===== config.mk =====
export PLATFORM = sky130hd
export DESIGN_NAME = int32_to_float32
export DESIGN_NICKNAME = d
export VERILOG_FILES = /design/src/rtl/i2f_pkg.sv /design/src/rtl/i2f_lzc.sv /design/src/rtl/int32_to_float32.sv
export SDC_FILE = /design/constraint.sdc
export NUM_CORES = 1
export LEC_CHECK = 0
export ABC_AREA = 1
export BUFFER_PORTS_ARGS = -buffer_cell sky130_fd_sc_hd__buf_2
export CAP_MARGIN = 20
export CORE_MARGIN = 3
export CORE_UTILIZATION = 30
export DETAILED_ROUTE_END_ITERATION = 10
export GPL_TIMING_DRIVEN = 0
export SKIP_CTS_REPAIR_TIMING = 1
export SLEW_MARGIN = 20
export SYNTH_ARGS = -nofsm -noshare
export SYNTH_HDL_FRONTEND = slang
export SYNTH_SLANG_ARGS = --single-unit

===== constraint.sdc =====
create_clock -name clk -period 5.7 [get_ports clk]
set_input_delay 1.14 -clock clk [delete_from_list [all_inputs] [get_ports clk]]
set_output_delay 1.14 -clock clk [all_outputs]
set_load 0.03 [all_outputs]

===== src/rtl/i2f_pkg.sv =====
`timescale 1ns / 1ps

package i2f_pkg;

	// Operand and result widths
	localparam int unsigned INT_W  = 32;
	localparam int unsigned FLT_W  = 32;
	localparam int unsigned EXP_W  = 8;
	localparam int unsigned FRAC_W = 23;

	// Width of a leading-zero count over one operand
	localparam int unsigned LZ_W = $clog2(INT_W);

	// Biased exponent of a magnitude whose leading one sits at the top bit:
	// bit length INT_W plus the offset 126
	localparam logic [EXP_W-1:0] EXP_TOP = EXP_W'(126 + INT_W);

	// Rounding bits below the fraction after normalization
	localparam int unsigned GUARD_POS = INT_W - 2 - FRAC_W;

endpackage


===== src/rtl/i2f_lzc.sv =====
`timescale 1ns / 1ps

module i2f_lzc
	import i2f_pkg::*;
(
	input  logic [INT_W-1:0] value,
	output logic [LZ_W-1:0]  count
);

	// Priority encode from the bottom up so the highest set bit wins
	always_comb begin
		count = LZ_W'(INT_W - 1);
		for (int i = 0; i < INT_W; i++) begin
			if (value[i]) begin
				count = LZ_W'(INT_W - 1 - i);
			end
		end
	end

endmodule


===== src/rtl/int32_to_float32.sv =====
`timescale 1ns / 1ps
// Converts a signed 32-bit integer to an IEEE 754 single-precision bit pattern.
// Output: done and float_bits are driven straight from the stage 4 registers.
// Throughput: one transaction per cycle; busy stays low, the pipeline never stalls.
// Stages: sign/magnitude, leading-zero count, normalize shift, round and pack.
// Reset: arst_n clears all stage valid bits at once; data registers are not reset.

module int32_to_float32
	import i2f_pkg::*;
(
	input  logic                    clk,
	input  logic                    arst_n,
	input  logic                    start,
	output logic                    busy,
	input  logic signed [INT_W-1:0] int_value,
	output logic                    done,
	output logic [FLT_W-1:0]        float_bits
);

	logic             valid_s1, valid_s2, valid_s3, valid_s4;
	logic             sign_s1, sign_s2, sign_s3;
	logic [INT_W-1:0] mag_s1, mag_s2;
	logic [LZ_W-1:0]  lz_s2;
	logic             zero_s2, zero_s3;
	logic [LZ_W-1:0]  lz_c;
	logic [INT_W-1:0] norm_s3;
	logic [EXP_W-1:0] exp_s3;
	logic             guard_c, sticky_c, lsb_c, round_up_c;
	logic [EXP_W+FRAC_W-1:0] body_c;
	logic [FLT_W-1:0] float_s4;

	// Never hold off a transaction
	assign busy = 1'b0;

	// Advance valid bits every cycle
	always_ff @(posedge clk or negedge arst_n) begin
		if (!arst_n) begin
			valid_s1 <= 1'b0;
			valid_s2 <= 1'b0;
			valid_s3 <= 1'b0;
			valid_s4 <= 1'b0;
		end else begin
			valid_s1 <= start && !busy;
			valid_s2 <= valid_s1;
			valid_s3 <= valid_s2;
			valid_s4 <= valid_s3;
		end
	end

	// Stage 1: split into sign and magnitude; the most negative value wraps to 2^31
	always_ff @(posedge clk) begin
		sign_s1 <= int_value[INT_W-1];
		mag_s1  <= int_value[INT_W-1] ? (INT_W'(0) - INT_W'(int_value))
		                              : INT_W'(int_value);
	end

	// Stage 2: count leading zeros of the magnitude
	i2f_lzc u_lzc (
		.value (mag_s1),
		.count (lz_c)
	);

	always_ff @(posedge clk) begin
		sign_s2 <= sign_s1;
		mag_s2  <= mag_s1;
		lz_s2   <= lz_c;
		zero_s2 <= (mag_s1 == '0);
	end

	// Stage 3: move the leading one to the top bit and form the exponent
	always_ff @(posedge clk) begin
		sign_s3 <= sign_s2;
		zero_s3 <= zero_s2;
		norm_s3 <= mag_s2 << lz_s2;
		exp_s3  <= EXP_TOP - EXP_W'(lz_s2);
	end

	// Stage 4: round to nearest even; a fraction carry ripples into the exponent
	assign guard_c    = norm_s3[GUARD_POS];
	assign sticky_c   = |norm_s3[GUARD_POS-1:0];
	assign lsb_c      = norm_s3[GUARD_POS+1];
	assign round_up_c = guard_c && (sticky_c || lsb_c);
	assign body_c     = {exp_s3, norm_s3[INT_W-2 -: FRAC_W]}
	                    + (EXP_W+FRAC_W)'(round_up_c);

	always_ff @(posedge clk) begin
		float_s4 <= zero_s3 ? '0 : {sign_s3, body_c};
	end

	assign done       = valid_s4;
	assign float_bits = float_s4;

	// Stage 1 valid advances one stage per cycle
	a_valid_chain: assert property (@(posedge clk) disable iff (!arst_n)
		valid_s1 |=> valid_s2)
		else $error("stage 1 valid did not advance");

	// A nonzero magnitude is normalized with its leading one at the top
	a_normalized: assert property (@(posedge clk) disable iff (!arst_n)
		(valid_s3 && !zero_s3) |-> norm_s3[INT_W-1])
		else $error("normalized magnitude lacks leading one");

	// No negative zero is produced
	a_no_neg_zero: assert property (@(posedge clk) disable iff (!arst_n)
		(done && float_bits[FLT_W-2:0] == '0) |-> !float_bits[FLT_W-1])
		else $error("negative zero produced");

	// A nonzero result has an exponent between 2^0 and 2^31
	a_exp_range: assert property (@(posedge clk) disable iff (!arst_n)
		(done && float_bits[FLT_W-2:0] != '0) |->
		(float_bits[FLT_W-2 -: EXP_W] >= EXP_W'(127) &&
		 float_bits[FLT_W-2 -: EXP_W] <= EXP_TOP))
		else $error("exponent out of range");

endmodule


### After elaboration in Yosys (flattened, before gate mapping)

Index checks and enable logic that the tools add are counted.

| word-level totals | value |
|---|---|
| word-level logic and storage cells | 63 |
| bits of input ports | 35 |
| memories | 0 |
| register bits after elaboration | 149 |
| memory bits (writable) | 0 |
| bits in latches | 0 |
| memory bits (read-only) | 0 |

| operators by class | value |
|---|---|
| div/mod/pow operators | 0 |
| mux-type cells | 31 |
| reductions and logical operators | 8 |
| shift operators | 1 |
| bitwise gates (word level) | 0 |
| eq/ne operators | 0 |
| order comparisons | 0 |
| add/sub/neg operators | 3 |
| multipliers | 0 |

Operator list:

| kind | count |
|---|---|
| 4-bit two-way mux | 16 |
| 32-bit zero test | 1 |
| 32-bit by 5-bit << shifter with 31-bit output | 1 |
| 1-bit by 32-bit subtractor with 32-bit output, first input constant | 1 |
| 31-bit by 1-bit adder with 31-bit output | 1 |
| 31-bit two-way mux | 1 |
| 3-bit two-way mux | 8 |
| 16-bit OR reduction | 1 |
| 2-bit two-way mux | 4 |
| 8-bit OR reduction | 1 |
| 8-bit by 5-bit subtractor with 8-bit output, first input constant | 1 |
| 7-bit OR reduction | 1 |
| 4-bit OR reduction | 1 |
| 1-bit two-way mux | 2 |
| 2-bit OR reduction | 1 |
| 1-bit logical AND | 1 |
| 1-bit logical OR | 1 |

### Longest topological paths before layout

| depth | value |
|---|---|
| word-level depth | 30 |
| mapped depth | 30 |
| depth with buffers taken out | 30 |

### Cells and area by module

From an unflattened synthesis, not the netlist that was laid out.

| second synthesis, totals | value |
|---|---|
| cells, all modules | 1035 |
| area total of the unflattened synthesis | 7074.3 um^2 |

Modules (own cells, without submodules):

| module | sequential area each (um^2) | area an instance (um^2) | instances | cells each |
|---|---|---|---|---|
| int32_to_float32 | 2982.9 | 6675.2 | 1 | 942 |
| i2f_lzc | 0.0 | 399.1 | 1 | 93 |

### Worst setup path after synthesis

No wires, ideal clock.

| path | value |
|---|---|
| path type | input -> register |
| from | in int_value[1] |
| to | reg mag_s1[29] |
| arrival time | 2.790 ns |
| library setup time | 0.127 ns |
| cell stages on the path | 13 |
| required time | 5.573 ns |
| buffers on the path | 0 |
| slack | 2.784 ns |
| cells stage by stage | nor3_1 > nand2_1 > nor3_1 > nand2_1 > inv_1 > nand3_1 > nor3_1 > nand2_1 > nor3_1 > nand4_1 > nand2_1 > o21ai_0 > xor2_1 |

| between the ends | value |
|---|---|
| word-level cells in the longest chain between the ends | 2 |

Ends and longest elaborated chain:

| what | RTL line | RTL |
|---|---|---|
| start, declared | int32_to_float32.sv:15 | `input logic signed [INT_W-1:0] int_value,` |
| 1-bit by 32-bit subtractor with 32-bit output | int32_to_float32.sv:53 | `mag_s1 <= int_value[INT_W-1] ? (INT_W'(0) - INT_W'(int_value))` |
| 31-bit two-way mux | int32_to_float32.sv:53 |  |
| end signal, assigned | int32_to_float32.sv:53 |  |
| end, declared | int32_to_float32.sv:22 | `logic [INT_W-1:0] mag_s1, mag_s2;` |

No other way between the ends.
A chain may end at the register's enable or synchronous reset.

### Worst setup path after layout

Ends and elaborated chain as after synthesis.

==> results_dict.tcl <==
set metrics [dict create \
    outcome "completed" \
    drc 0 \
    via_per_inst 4.41 \
    synth_cells 871 \
    cts_tree "done" \
    mostFrequentLayoutCells "nand2_1 (217), dfxtp_1 (144), inv_1 (95), nor2_1 (80), o21ai_0 (70)" \
    ys_seq_area_frac 0.462 \
    portBuffers 67 \
    mostFrequentLayoutCell "nand2_1" \
    synthesis.nets 909 \
    cts_buffers 17 \
    cp.required_ps 6000 \
    cts-root-buf "clkbuf_16" \
    core_um2 21100 \
    grt_first_pass_wirelength_um 24500 \
    ant_nets 0 \
    post-route-period-util 0.537 \
    tightest_slew_ps 584 \
    layout-drive-gt1-share 0.132 \
    setup.worst_path.start "int_value[1]" \
    clk_latency_ps 420 \
    cellPowerDensity_nw_per_um2 413 \
    finalWeightedCongestion 0.899 \
    slew_headroom 0.611 \
    pin_count 69 \
    hold_path_startpoint "sign_s2" \
    hold_viol 0 \
    overflow 0 \
    r2r_cells 22 \
    hold_path.class "reg2reg" \
    synth_top_family_by_area "simple AND/OR/NAND/NOR gates" \
    fin_setup_tns_ps 0 \
    rr_endpoint "float_bits[28]" \
    hold_ws_ps 328 \
    muxShareOfSynthArea 0.0109 \
    maxCapViolCount 0 \
    syn-mean-instance-area_um2 7.41 \
    area_delta_synth_final_pct 20.3 \
    die_h_um 153 \
    antenna_found_initial 0 \
    yosys-top-cells-area "dfxtp_1 (45%), nand2_1 (13%), inv_1 (5.5%)" \
    critical_path.max_fanout 3 \
    setup_viol 0 \
    clk_path_buf_depth 2 \
    die_w_um 153 \
    whs_path_depth 0 \
    first_global_vias 5126 \
    nets 995 \
    die-area_um2 23300 \
    fmax_mhz 327 \
    nFillCells 2274 \
    avgRoutedWirePerCell_um 11.7 \
    period_needed_ps 3060 \
    cp_top_family "simple AND/OR/NAND/NOR gates" \
    synth_area_leader_cell "dfxtp_1" \
    first_pass_iters 4 \
    arrival_ps 3360 \
    rows 53 \
    yosysTopAreaCellShare 0.447 \
    netlist_area_um2 6450 \
    criticalPathCategory "in2reg" \
    n_antenna_cell 0 \
    critical_path_buf_inv_count 2 \
    start_util 0.306 \
    whs_endpoint "sign_s3" \
    hpwl_um 11600 \
    crit_path_start_kind "primary input" \
    track_usage 0.128 \
    rsz0062_at_grt "no" \
    r2r_start "norm_s3[7]" \
    yosysUniqueCellTypes 43 \
    peakVddDrop_mv 0.174 \
    p_leak_nw 3.66 \
    synth_xor_area_frac 0.0475 \
    synth-seq-cells 148 \
    crit_slowest_cell "nor3_1" \
    grt_max_degree 17 \
    synth_simple_gate_area_frac 0.283 \
    initialDrtViolationCount 291 \
    ys_warn_count 0 \
    rrSetupSlack_ps 2860 \
    finalMaxSlewViolations 0 \
    wl_um 14500 \
    end_kind "flip-flop" \
    htreeDepth 4 \
    critical-path-max-stage-delay_ps 290 \
    synthAdderAreaFrac 0.00582 \
    vias 5476 \
    crit_chain "buf_2 -> nor3_1 -> nand2_1 -> nor3_1 -> nand2_1 -> inv_1 -> nand3_1 -> nor3_1 -> nand2_1 -> nor3_1 -> nand4_1 -> nand2_1 -> o21ai_0 -> xor2_1" \
    skew_ps 4.97 \
    synth_compound_area_frac 0.111 \
    cts.sinks 148 \
    clk_pin_slew_ps 60 \
]
==> cell families after synthesis <==
| logic type | after synthesis |
|---|---|
| compound gates | 135 |
| other cells | 1 |
| xor+xnor | 35 |
| buf+inv | 134 |
| flops | 148 |
| simple gates | 408 |
| fa+ha+maj | 3 |
| mux | 7 |
==> synthesized netlist by cell type, drive strengths merged <==
cell,instances
a21boi,1
a21oi,41
a22oi,4
a31oi,5
buf,9
clkbuf,25
clkinv,3
conb,1
dfrtp,4
dfxtp,144
ha,3
inv,97
mux2i,7
nand2,220
nand3,43
nand3b,1
nand4,7
nor2,88
nor3,24
nor3b,2
nor4,13
nor4b,1
o211ai,5
o21a,3
o21ai,73
o22ai,2
o31ai,1
or2,7
or4,2
xnor2,13
xor2,22
==> metrics by stage <==
stage               area [um^2]   util  setup WS, ps  std cells  power (mW)
floorplan                  6450      -          2780        871        1.84
global placement           7130  0.338          2290       1213        2.05
detailed placement         7130  0.338          2220       1213        2.06
CTS                        7760  0.368          2670       1243        3.24
global route               7760  0.368          2320       1243        3.40
finish                     7760  0.368          2640       1243        3.21
==> area by class of cell <==
type                       count  area [um^2]  area share
buffer                        34          131      0.0169
multi-input combinational    589         2960       0.382
clock inverter                 9          151      0.0195
tap                          275          344      0.0443
sequential                   148         2980       0.384
clock buffer                  21          480      0.0619
inverter                     100          375      0.0483
timing repair buffer          67          335      0.0432
==> power by group <==
group | switching, mW | total [mW] | internal (mW)
clock network | 0.402 | 1.17 | 0.772
logic | 0.494 | 0.720 | 0.226
registers | 0.0988 | 1.32 | 1.22
==> registers in the layout, summed over array words and instances (netlist names) <==
signal	count
mag_s1	32
float_bits	32
exp_s3	8
zero_s2	1
valid_s3	1
valid_s2	1
norm_s3	31
done	1
mag_s2	31
sign_s2	1
sign_s3	1
sign_s1	1
valid_s1	1
zero_s3	1
lz_s2	5
==> layer usage <==
metal,track usage,part of all wire
met5,0,0
met4,0.0501,0.025
met3,0.0381,0.045
met2,0.201,0.44
met1,0.167,0.49
==> how the worst max path moves through the flow <==
stage	to	slack [ps]	depth (start not counted)
after global routing	mag_s1[29]	2320	14
after CTS	mag_s1[29]	2670	14
after floorplan	mag_s1[29]	2780	13
final	mag_s1[29]	2640	14
after global placement	mag_s1[29]	2290	14
after detailed placement	mag_s1[29]	2220	14
==> worst reg2reg max path: stages (launching register included) <==
cell and delay [ps]:
dfxtp_1 330, nand2_1 100, inv_1 90, ha_1 160
nand2_1 50, inv_1 60, nand2_1 90, nor2_2 150
nand3_2 130, nor2_2 120, nand3_2 90, nor2_2 130
nand4_1 130, nor2_1 160, nand4_1 140, nor2_2 160
nand4_2 110, nor2_2 130, nand2_2 80, nor2_2 130
nand3_1 90, nand2_1 70, nor2_1 40
Power figures use the tool's default switching activity.
